`config.mk`:
```
export PLATFORM = sky130hd
export DESIGN_NAME = ascii_integer_parser
export DESIGN_NICKNAME = d
export VERILOG_FILES = /design/src/sv/aip_pkg.sv /design/src/sv/aip_in_stage.sv /design/src/sv/aip_parse.sv /design/src/sv/aip_out_stage.sv /design/src/sv/ascii_integer_parser.sv
export SDC_FILE = /design/constraint.sdc
export NUM_CORES = 1
export LEC_CHECK = 0
export BUFFER_PORTS_ARGS = -buffer_cell sky130_fd_sc_hd__clkbuf_2
export CORE_MARGIN = 5
export CORE_UTILIZATION = 60
export DETAILED_ROUTE_END_ITERATION = 10
export GPL_TIMING_DRIVEN = 1
export PLACE_DENSITY_LB_ADDON = 0.3
export SLEW_MARGIN = 20
export SYNTH_ARGS = -nofsm -noshare
export SYNTH_HDL_FRONTEND = slang
export SYNTH_SLANG_ARGS = --single-unit
```
`constraint.sdc`:
```
create_clock -name clk -period 9.6 [get_ports clk]
set_clock_uncertainty 0.15 [all_clocks]
set_input_delay 1.44 -clock clk [delete_from_list [all_inputs] [get_ports clk]]
set_output_delay 1.44 -clock clk [all_outputs]
set_load 0.01 [all_outputs]
```
`src/sv/aip_pkg.sv`:
```
`timescale 1ns / 1ps
`default_nettype none

package aip_pkg;

    localparam int MAX_WIDTH = 64;

    localparam logic [7:0] CH_TAB   = 8'h09;
    localparam logic [7:0] CH_CR    = 8'h0D;
    localparam logic [7:0] CH_SPACE = 8'h20;
    localparam logic [7:0] CH_PLUS  = 8'h2B;
    localparam logic [7:0] CH_MINUS = 8'h2D;
    localparam logic [7:0] CH_ZERO  = 8'h30;
    localparam logic [7:0] CH_ONE   = 8'h31;
    localparam logic [7:0] CH_NINE  = 8'h39;
    localparam logic [7:0] CH_UC_A  = 8'h41;
    localparam logic [7:0] CH_UC_F  = 8'h46;
    localparam logic [7:0] CH_UC_O  = 8'h4F;
    localparam logic [7:0] CH_UC_X  = 8'h58;
    localparam logic [7:0] CH_LC_A  = 8'h61;
    localparam logic [7:0] CH_LC_F  = 8'h66;
    localparam logic [7:0] CH_LC_O  = 8'h6F;
    localparam logic [7:0] CH_LC_X  = 8'h78;

    localparam logic CFG_WIDTH_CODE    = 1'b0;
    localparam logic CFG_SIGNED_TARGET = 1'b1;

    localparam logic [1:0] WIDTH_CODE_RESET = 2'd2;
    localparam logic       SIGNED_RESET     = 1'b1;

    typedef enum logic [2:0] {
        PH_LEAD,
        PH_SIGN,
        PH_ZERO,
        PH_PREFIX,
        PH_BODY,
        PH_TRAIL,
        PH_ERROR
    } phase_t;

    typedef enum logic [1:0] {
        RX_DEC,
        RX_HEX,
        RX_OCT
    } radix_t;

    typedef enum logic [1:0] {
        ST_OK,
        ST_PARSE,
        ST_NEG_UNSIGNED
    } status_t;

    typedef struct packed {
        logic [7:0] char_code;
        logic       last_char;
    } char_item_t;

    typedef struct packed {
        logic [63:0] magnitude;
        logic        negate;
        logic [1:0]  width_code;
        logic        signed_target;
        status_t     status;
    } res_raw_t;

    function automatic logic is_space(input logic [7:0] c);
        return (c == CH_SPACE) || (c inside {[CH_TAB:CH_CR]});
    endfunction

    function automatic logic [63:0] width_mask(input logic [1:0] wc);
        int bits;
        bits = 8 << wc;
        if (bits > MAX_WIDTH)
        begin
            bits = MAX_WIDTH;
        end
        if (bits >= 64)
        begin
            return '1;
        end
        return (64'd1 << bits) - 64'd1;
    endfunction

    // bit 4 flags a valid digit of the radix, bits 3:0 hold its value
    function automatic logic [4:0] digit_value(input logic [7:0] c, input radix_t rx);
        logic [7:0] d;
        logic       ok;
        d  = 8'd0;
        ok = 1'b0;
        if (c inside {[CH_ZERO:CH_NINE]})
        begin
            d  = c - CH_ZERO;
            ok = 1'b1;
        end
        else if (c inside {[CH_LC_A:CH_LC_F]})
        begin
            d  = c - CH_LC_A + 8'd10;
            ok = 1'b1;
        end
        else if (c inside {[CH_UC_A:CH_UC_F]})
        begin
            d  = c - CH_UC_A + 8'd10;
            ok = 1'b1;
        end
        case (rx)
            RX_HEX:  ok = ok;
            RX_OCT:  ok = ok && (d < 8'd8);
            default: ok = ok && (d < 8'd10);
        endcase
        return {ok, d[3:0]};
    endfunction

endpackage

`default_nettype wire

```
`src/sv/aip_in_stage.sv`:
```
`timescale 1ns / 1ps
`default_nettype none

module aip_in_stage
    import aip_pkg::*;
(
    input  wire logic       clk,
    input  wire logic       rst_n,
    input  wire logic       char_valid,
    output logic            char_ready,
    input  wire logic [7:0] char_code,
    input  wire logic       last_char,
    input  wire logic       take,
    output logic            item_valid,
    output char_item_t      item
);

    logic       item_valid_reg;
    logic       item_valid_next;
    char_item_t item_reg;

    assign char_ready = !item_valid_reg || take;

    always_comb
    begin
        item_valid_next = item_valid_reg;
        if (char_ready)
        begin
            item_valid_next = char_valid;
        end
    end

    always_ff @(posedge clk or negedge rst_n)
    begin
        if (!rst_n)
        begin
            item_valid_reg <= 1'b0;
        end
        else
        begin
            item_valid_reg <= item_valid_next;
        end
    end

    always_ff @(posedge clk)
    begin
        if (char_valid && char_ready)
        begin
            item_reg.char_code <= char_code;
            item_reg.last_char <= last_char;
        end
    end

    assign item_valid = item_valid_reg;
    assign item       = item_reg;

endmodule

`default_nettype wire

```
`src/sv/aip_parse.sv`:
```
`timescale 1ns / 1ps
`default_nettype none

module aip_parse
    import aip_pkg::*;
(
    input  wire logic       clk,
    input  wire logic       rst_n,
    input  wire logic       item_valid,
    input  wire char_item_t item,
    input  wire logic       out_free,
    input  wire logic [1:0] width_code,
    input  wire logic       signed_target,
    output logic            take,
    output logic            result_load,
    output res_raw_t        result
);

    phase_t      phase_reg;
    phase_t      phase_next;
    logic [63:0] acc_reg;
    logic [63:0] acc_next;
    logic        outer_neg_reg;
    logic        outer_neg_next;
    logic        inner_neg_reg;
    logic        inner_neg_next;
    radix_t      radix_reg;
    radix_t      radix_next;
    logic        digit_seen_reg;
    logic        digit_seen_next;
    logic        range_err_reg;
    logic        range_err_next;

    logic [7:0]  c;
    logic        sp;
    logic [4:0]  dv;
    logic        do_digit;
    logic [63:0] mask;
    logic [63:0] half;
    logic [63:0] lim;
    logic        neg;
    logic [67:0] acc_wide;
    logic [67:0] prod;
    status_t     st;

    assign take        = item_valid && (!item.last_char || out_free);
    assign result_load = take && item.last_char;

    assign c    = item.char_code;
    assign sp   = is_space(c);
    assign dv   = digit_value(c, radix_reg);
    assign mask = width_mask(width_code);
    assign half = mask ^ (mask >> 1);
    assign neg  = (radix_reg == RX_DEC) ? (outer_neg_reg ^ inner_neg_reg) : inner_neg_reg;
    assign lim  = !signed_target ? mask : (neg ? half : half - 64'd1);

    // acc * radix + digit, compared against the limit without overflow
    assign acc_wide = {4'b0, acc_reg};
    always_comb
    begin
        case (radix_reg)
            RX_HEX:  prod = (acc_wide << 4) + {64'd0, dv[3:0]};
            RX_OCT:  prod = (acc_wide << 3) + {64'd0, dv[3:0]};
            default: prod = (acc_wide << 3) + (acc_wide << 1) + {64'd0, dv[3:0]};
        endcase
    end

    always_comb
    begin
        phase_next      = phase_reg;
        acc_next        = acc_reg;
        outer_neg_next  = outer_neg_reg;
        inner_neg_next  = inner_neg_reg;
        radix_next      = radix_reg;
        digit_seen_next = digit_seen_reg;
        range_err_next  = range_err_reg;
        do_digit        = 1'b0;

        case (phase_reg)
            PH_LEAD, PH_SIGN:
            begin
                if (sp)
                begin
                    if (phase_reg == PH_SIGN)
                    begin
                        phase_next = PH_TRAIL;
                    end
                end
                else if (phase_reg == PH_LEAD && (c == CH_PLUS || c == CH_MINUS))
                begin
                    outer_neg_next = (c == CH_MINUS);
                    phase_next     = PH_SIGN;
                end
                else if (phase_reg == PH_SIGN && c == CH_MINUS)
                begin
                    if (!outer_neg_reg && signed_target)
                    begin
                        inner_neg_next = 1'b1;
                        phase_next     = PH_BODY;
                    end
                    else
                    begin
                        phase_next = PH_ERROR;
                    end
                end
                else if (dv[4])
                begin
                    do_digit = 1'b1;
                end
                else
                begin
                    phase_next = PH_ERROR;
                end
            end
            PH_ZERO:
            begin
                if (sp)
                begin
                    phase_next = PH_TRAIL;
                end
                else if (c == CH_LC_X || c == CH_UC_X || c == CH_LC_O || c == CH_UC_O)
                begin
                    radix_next      = (c == CH_LC_X || c == CH_UC_X) ? RX_HEX : RX_OCT;
                    digit_seen_next = 1'b0;
                    acc_next        = 64'd0;
                    phase_next      = PH_PREFIX;
                end
                else if (dv[4])
                begin
                    do_digit = 1'b1;
                end
                else
                begin
                    phase_next = PH_ERROR;
                end
            end
            PH_PREFIX:
            begin
                if (sp)
                begin
                    phase_next = PH_TRAIL;
                end
                else if (c == CH_MINUS)
                begin
                    if (signed_target)
                    begin
                        inner_neg_next = 1'b1;
                        phase_next     = PH_BODY;
                    end
                    else
                    begin
                        phase_next = PH_ERROR;
                    end
                end
                else if (dv[4])
                begin
                    do_digit = 1'b1;
                end
                else
                begin
                    phase_next = PH_ERROR;
                end
            end
            PH_BODY:
            begin
                if (sp)
                begin
                    phase_next = PH_TRAIL;
                end
                else if (dv[4])
                begin
                    do_digit = 1'b1;
                end
                else
                begin
                    phase_next = PH_ERROR;
                end
            end
            PH_TRAIL:
            begin
                if (!sp)
                begin
                    phase_next = PH_ERROR;
                end
            end
            default:
            begin
                phase_next = PH_ERROR;
            end
        endcase

        if (do_digit)
        begin
            digit_seen_next = 1'b1;
            // a leading zero may still open a radix prefix
            phase_next = (phase_reg == PH_LEAD || phase_reg == PH_SIGN) && c == CH_ZERO
                         ? PH_ZERO : PH_BODY;
            if (!range_err_reg)
            begin
                if (prod > {4'b0, lim})
                begin
                    range_err_next = 1'b1;
                end
                else
                begin
                    acc_next = prod[63:0];
                end
            end
        end
    end

    always_comb
    begin
        if (phase_next == PH_ERROR || !digit_seen_next || range_err_next)
        begin
            st = ST_PARSE;
        end
        else if (!signed_target && (outer_neg_next || inner_neg_next))
        begin
            st = (radix_next == RX_DEC || inner_neg_next) ? ST_PARSE : ST_NEG_UNSIGNED;
        end
        else
        begin
            st = ST_OK;
        end
        result.magnitude     = acc_next;
        result.negate        = outer_neg_next ^ inner_neg_next;
        result.width_code    = width_code;
        result.signed_target = signed_target;
        result.status        = st;
    end

    always_ff @(posedge clk or negedge rst_n)
    begin
        if (!rst_n)
        begin
            phase_reg      <= PH_LEAD;
            acc_reg        <= 64'd0;
            outer_neg_reg  <= 1'b0;
            inner_neg_reg  <= 1'b0;
            radix_reg      <= RX_DEC;
            digit_seen_reg <= 1'b0;
            range_err_reg  <= 1'b0;
        end
        else if (take)
        begin
            if (item.last_char)
            begin
                phase_reg      <= PH_LEAD;
                acc_reg        <= 64'd0;
                outer_neg_reg  <= 1'b0;
                inner_neg_reg  <= 1'b0;
                radix_reg      <= RX_DEC;
                digit_seen_reg <= 1'b0;
                range_err_reg  <= 1'b0;
            end
            else
            begin
                phase_reg      <= phase_next;
                acc_reg        <= acc_next;
                outer_neg_reg  <= outer_neg_next;
                inner_neg_reg  <= inner_neg_next;
                radix_reg      <= radix_next;
                digit_seen_reg <= digit_seen_next;
                range_err_reg  <= range_err_next;
            end
        end
    end

`ifndef SYNTH
    assert property (@(posedge clk) disable iff (!rst_n)
        result_load |=> (phase_reg == PH_LEAD && acc_reg == 64'd0 && !digit_seen_reg))
        else $error("parse state not cleared after final character");

    assert property (@(posedge clk) disable iff (!rst_n)
        (range_err_reg && !result_load) |=> ($stable(acc_reg) && range_err_reg))
        else $error("accumulator moved after range error");

    assert property (@(posedge clk) disable iff (!rst_n)
        (radix_reg != RX_DEC) |-> (phase_reg == PH_PREFIX || phase_reg == PH_BODY
                                   || phase_reg == PH_TRAIL || phase_reg == PH_ERROR))
        else $error("radix prefix outside number body");
`endif

endmodule

`default_nettype wire

```
`src/sv/aip_out_stage.sv`:
```
`timescale 1ns / 1ps
`default_nettype none

module aip_out_stage
    import aip_pkg::*;
(
    input  wire logic        clk,
    input  wire logic        rst_n,
    input  wire logic        load,
    input  wire res_raw_t    raw,
    output logic             out_free,
    output logic             result_valid,
    input  wire logic        result_ready,
    output logic [63:0]      value,
    output logic [1:0]       status
);

    logic        res_valid_reg;
    logic        res_valid_next;
    res_raw_t    res_reg;
    logic [63:0] mask;
    logic [63:0] half;
    logic [63:0] signed_val;
    logic [63:0] fitted;

    assign out_free = !res_valid_reg || result_ready;

    always_comb
    begin
        res_valid_next = res_valid_reg;
        if (load)
        begin
            res_valid_next = 1'b1;
        end
        else if (result_ready)
        begin
            res_valid_next = 1'b0;
        end
    end

    always_ff @(posedge clk or negedge rst_n)
    begin
        if (!rst_n)
        begin
            res_valid_reg <= 1'b0;
        end
        else
        begin
            res_valid_reg <= res_valid_next;
        end
    end

    always_ff @(posedge clk)
    begin
        if (load)
        begin
            res_reg <= raw;
        end
    end

    // wrap to target width, then sign-extend for a signed target
    assign mask       = width_mask(res_reg.width_code);
    assign half       = mask ^ (mask >> 1);
    assign signed_val = res_reg.negate ? (64'd0 - res_reg.magnitude) : res_reg.magnitude;
    assign fitted     = ((signed_val & mask) | ((res_reg.signed_target && ((signed_val & half) != 64'd0))
                         ? ~mask : 64'd0));

    assign result_valid = res_valid_reg;
    assign value        = (res_reg.status == ST_OK) ? fitted : 64'd0;
    assign status       = res_reg.status;

endmodule

`default_nettype wire

```
`src/sv/ascii_integer_parser.sv`:
```
`timescale 1ns / 1ps
`default_nettype none

// ascii_integer_parser reads a text field one character per transfer, the final character
// marked by last_char, and returns one result per field: the integer, sign-extended to
// 64 bits for a signed target, and a status (0 ok, 1 parse error or out of range, 2 a
// minus sign before a 0x or 0o prefix for an unsigned target). Decimal, 0x/0X hexadecimal
// and 0o/0O octal are accepted, with an optional sign and surrounding whitespace. A
// character is accepted every cycle; the final character waits in an input register until
// the parse logic moves it into the result register and clears the parse state.
// Only the final character of a field waits while an earlier result is still unaccepted.
// The user must write width_code and signed_target through the cfg port only while no
// character or result is in flight; the block itself does not enforce this.

module ascii_integer_parser
    import aip_pkg::*;
(
    input  wire logic        clk,
    input  wire logic        rst_n,
    input  wire logic        cfg_write,
    input  wire logic        cfg_index,
    input  wire logic [1:0]  cfg_data,
    input  wire logic        char_valid,
    output logic             char_ready,
    input  wire logic [7:0]  char_code,
    input  wire logic        last_char,
    output logic             result_valid,
    input  wire logic        result_ready,
    output logic [63:0]      value,
    output logic [1:0]       status
);

    logic [1:0] width_code_reg;
    logic       signed_target_reg;
    logic       take;
    logic       item_valid;
    char_item_t item;
    logic       out_free;
    logic       result_load;
    res_raw_t   raw;

    always_ff @(posedge clk or negedge rst_n)
    begin
        if (!rst_n)
        begin
            width_code_reg    <= WIDTH_CODE_RESET;
            signed_target_reg <= SIGNED_RESET;
        end
        else if (cfg_write)
        begin
            case (cfg_index)
                CFG_WIDTH_CODE:    width_code_reg    <= cfg_data;
                CFG_SIGNED_TARGET: signed_target_reg <= cfg_data[0];
                default:           width_code_reg    <= width_code_reg;
            endcase
        end
    end

    aip_in_stage u_in_stage (
        .clk        (clk),
        .rst_n      (rst_n),
        .char_valid (char_valid),
        .char_ready (char_ready),
        .char_code  (char_code),
        .last_char  (last_char),
        .take       (take),
        .item_valid (item_valid),
        .item       (item)
    );

    aip_parse u_parse (
        .clk           (clk),
        .rst_n         (rst_n),
        .item_valid    (item_valid),
        .item          (item),
        .out_free      (out_free),
        .width_code    (width_code_reg),
        .signed_target (signed_target_reg),
        .take          (take),
        .result_load   (result_load),
        .result        (raw)
    );

    aip_out_stage u_out_stage (
        .clk          (clk),
        .rst_n        (rst_n),
        .load         (result_load),
        .raw          (raw),
        .out_free     (out_free),
        .result_valid (result_valid),
        .result_ready (result_ready),
        .value        (value),
        .status       (status)
    );

endmodule

`default_nettype wire

```
==> impl_metrics.csv <==
group,metric,value,unit
power_and_ir_drop,total_leakage_power,8.340,nW
timing,max_clock_freq,108.5,MHz
grt,grt_util_met3,6.363,%
flow_run,cap_violations,0,
placed_design,finalWeightedCongestion,1.012,
grt,grt_use_total,31.51,%
grt,number_of_antenna_violations_at_the_first_check_in_global_routing,0,
critical_path,worst_setup_path_start_kind,"flop",
logic_synthesis,synth_enable_flop_cells,79,
logic_synthesis,syn-num-nets,2413,
grt,groute.layer.met1.usage,44.52,%
logic_synthesis,synth.yosys.seq_area_share,24.47,%
critical_path,critPathMaxStageDelay,700,ps
logic_synthesis,yosys.cell_types.count,80,
timing,timing.final.hold_violations,0,
route,antenna_violating_nets_post_route,0,
placed_design,hpwlAfterDp,40600,um
route,detailroute.via_count,17552,
grt,grt-busiest-layer,"met2",
floorplan,design.portCount,85,
route,detailed_route_iter0_violations,2159,
status,status,"finished clean",
route,drt_wl_cell,20.53,um
critical_path,timing_worst_setup_path_type,"reg -> reg",
critical_path,worst-path-buf-inv,9,
clock_tree,ctsRootBufferMaster,"clkbuf_16",
logic_synthesis,yosysWarningCount,0,
power_and_ir_drop,clockPowerShare,41.0,%
worst_hold_path,min-delay-path-class,"reg -> reg",
clock_tree,htreeDepth,4,
power_and_ir_drop,power.share.sequential,42.3,%
power_and_ir_drop,switching_share,29.44,%
timing,finalMaxSlewViolations,0,
grt,use_met2,48.33,%
timing,setup_violations,0,
logic_synthesis,syn_area_per_cell,8.089,um^2
logic_synthesis,ys.flop_type,"edfxtp_1",
critical_path,critPathArrivalTime,9350,ps
logic_synthesis,synthDominantAreaCellType,"ha_1",
critical_path,timing.critical_path.to_type,"flop",
critical_path,cp_top_family,"compound AO/OA/AOI/OAI gates",
logic_synthesis,post_synth_arst_share,49.68,%
clock_tree,cts_sinks,157,
route,wl,53490,um
clock_tree,clkTransAtPathRegs,80,ps
grt,grt_overflow_total,0,
timing,worst_hold_margin,353.5,ps
critical_path,cpMaxStageDelayCell,"or4b_2",
clock_tree,cts_tree,"built",
power_and_ir_drop,switchingPower,0.5328,mW
timing,period_minus_slack,9219,ps
power_and_ir_drop,cellPowerDensity,94.18,nW/um^2
floorplan,floorplan.die_area,33010,um^2
cells_and_area,largest_register_ffs,68,
logic_synthesis,netlist_top_cells_area,"ha_1, edfxtp_1, dfrtp_1",
floorplan,core_area,28940,um^2
clock_tree,cts_made_buffers,17,
clock_tree,cts-root-to-sink-buffers,2,
cells_and_area,layout.nets,2436,
placed_design,port_buffers,84,
grt,via_count_of_the_first_global_routing_pass,16383,
power_and_ir_drop,internal-power,1.277,mW
route,firstDrtPassIters,6,
logic_synthesis,netlist_instances,2186,
power_and_ir_drop,p_comb_share,16.7,%
logic_synthesis,netlist.area_leader.share,14.72,%
clock_tree,clock_latency,450,ps
cells_and_area,area_growth_from_synthesis_to_layout,8.639,%
route,remaining_drc_errors,0,
floorplan,initial_core_util,61.11,%
cells_and_area,drive_gt1_share,10.26,%
clock_tree,cts_hold_buf,0,
critical_path,cp.required,9730,ps
floorplan,chipWidth,181.7,um
critical_path,critPathMaxFanout,16,
timing,layout_worst_path_cycle_share,96.03,%
grt,wire_length_of_the_first_global_routing_pass,85760,um
route,vias_per_cell,6.735,
floorplan,fp-row-count,62,
cells_and_area,antenna-diode-count,0,
grt,grt_max_degree,76,
power_and_ir_drop,max-vdd-ir-drop,72.09,uV
timing,timing_worst_slew_pin_value,1118,ps
logic_synthesis,synth.ff_latch_count,157,
floorplan,floorplan.die.height,181.7,um
timing,slew-limit-headroom,25.31,%
logic_synthesis,synthesis.area,17680,um^2
cells_and_area,post-route-util,66.39,%
path summary, 6_finish.rpt:
check / startpoint / to / slack, ps / cells after the start
worst max-delay path: u_in_stage.item[2] / u_out_stage.res_reg[60] / 380 / 37
worst min-delay path: u_parse.digit_seen_reg / u_parse.digit_seen_reg / 350 / 2
worst max register to register: u_in_stage.item[2] / u_out_stage.res_reg[60] / 380 / 37
worst min register to register: u_parse.digit_seen_reg / u_parse.digit_seen_reg / 350 / 2
max in group asynchronous: rst_n / u_parse.acc_reg[4] / 7440 / 2
min in group asynchronous: rst_n / u_parse.acc_reg[50] / 670 / 1
what timing repair did:
action / CTS / global route
setup buffers: 0 / 3
pin swaps: 0 / 1
endpoints found under the setup margin: 130 / 130
resized for setup: 3 / 13
synthesized netlist by cell type, types with 50 or more instances:
cell and instances:
nand2_1 253, a21oi_1 215, ha_1 208, o21ai_0 176
clkbuf_1 113, xor2_1 108, nor2_1 106, nand3_1 96
edfxtp_1 79, dfrtp_1 76, inv_1 72, xnor2_1 64
a32o_1 50
worst reg2reg max path: cells and delay by family, from the launching register on:
family                   cells  cell delay [ps]
multiplexers                 2              520
adder cells (fa/ha/maj)      4             1130
buffers and inverters        9             1340
AND/OR/NAND/NOR              5             1680
XOR/XNOR                     1              160
AO/OA/AOI/OAI               16             3660
flip-flops                   1              410
stage by stage:
| step | TNS [ps] | total power, mW | instance area (um^2) | instances | worst slack, ps |
|---|---|---|---|---|---|
| 3_5_place_dp | -18040 | 1.066 | 18510 | 2571 | -246.4 |
| 3_3_place_gp | 0 | 1.056 | 18510 | 2571 | 15.88 |
| 4_1_cts | 0 | 1.802 | 19130 | 2603 | 98.76 |
| 6_report | 0 | 1.809 | 19210 | 2606 | 381.4 |
| 5_1_grt | -5.232 | 1.874 | 19210 | 2606 | -5.232 |
| 2_1_floorplan | 0 | 0.9628 | 17680 | 2186 | 758.6 |
power by group through the flow:
stage | sequential (mW) | combinational, mW | clock [mW]
2_1_floorplan | 0.762 | 0.201 | 0
3_3_place_gp | 0.777 | 0.279 | 0
3_5_place_dp | 0.778 | 0.289 | 0
4_1_cts | 0.764 | 0.293 | 0.745
5_1_grt | 0.768 | 0.333 | 0.773
6_report | 0.766 | 0.302 | 0.742
kinds of logic (layout without fill, tap and decap cells):
logic type      count (synthesis)  count (layout)  synth area share, %
simple gates                  698             698                19.17
flops                         157             157                24.47
xor+xnor                      172             172                8.519
fa+ha+maj                     210             210                14.94
mux                            41              41                2.441
compound gates                695             695                25.34
buf+inv                       213             249                5.123
layout by cell type, fill, tap and decap left out, types with 18 or more instances in the layout:
cell type / netlist / layout
xnor2_1: 64 / 64
a31oi_1: 20 / 19
nand4_1: 41 / 41
mux2i_1: 24 / 24
and3_1: 22 / 22
edfxtp_1: 79 / 79
buf_4: 3 / 57
a32o_1: 50 / 50
o31ai_1: 29 / 27
o21bai_1: 19 / 18
nor3_1: 43 / 42
a21oi_1: 215 / 213
nand3_1: 96 / 96
a221oi_1: 22 / 22
clkbuf_2: 2 / 83
inv_1: 72 / 72
and2_1: 27 / 27
a21o_1: 26 / 26
dfrtp_1: 76 / 76
ha_1: 208 / 204
nand2_1: 253 / 253
o21ai_0: 176 / 173
xor2_1: 108 / 108
nor2_1: 106 / 101
or3_1: 20 / 20
layout make-up:
cell class                 instances  area [um^2]
multi-input combinational       1816        12570
sequential                       157         4327
clock inverter                    12        181.4
fill                            2373         9724
clock buffer                      20        436.7
inverter                          72        270.3
tap                              384        480.5
timing repair buffer             145        943.4
routing by layer:
| metal | routed length (um) | up-vias |
|---|---|---|
| met5 | 0 | - |
| met4 | 1665 | 0 |
| met3 | 6107 | 135 |
| met2 | 23250 | 929 |
| met1 | 22470 | 8274 |
| li1 | - | 8214 |
Note: power is estimated with default switching activity, not from simulation.
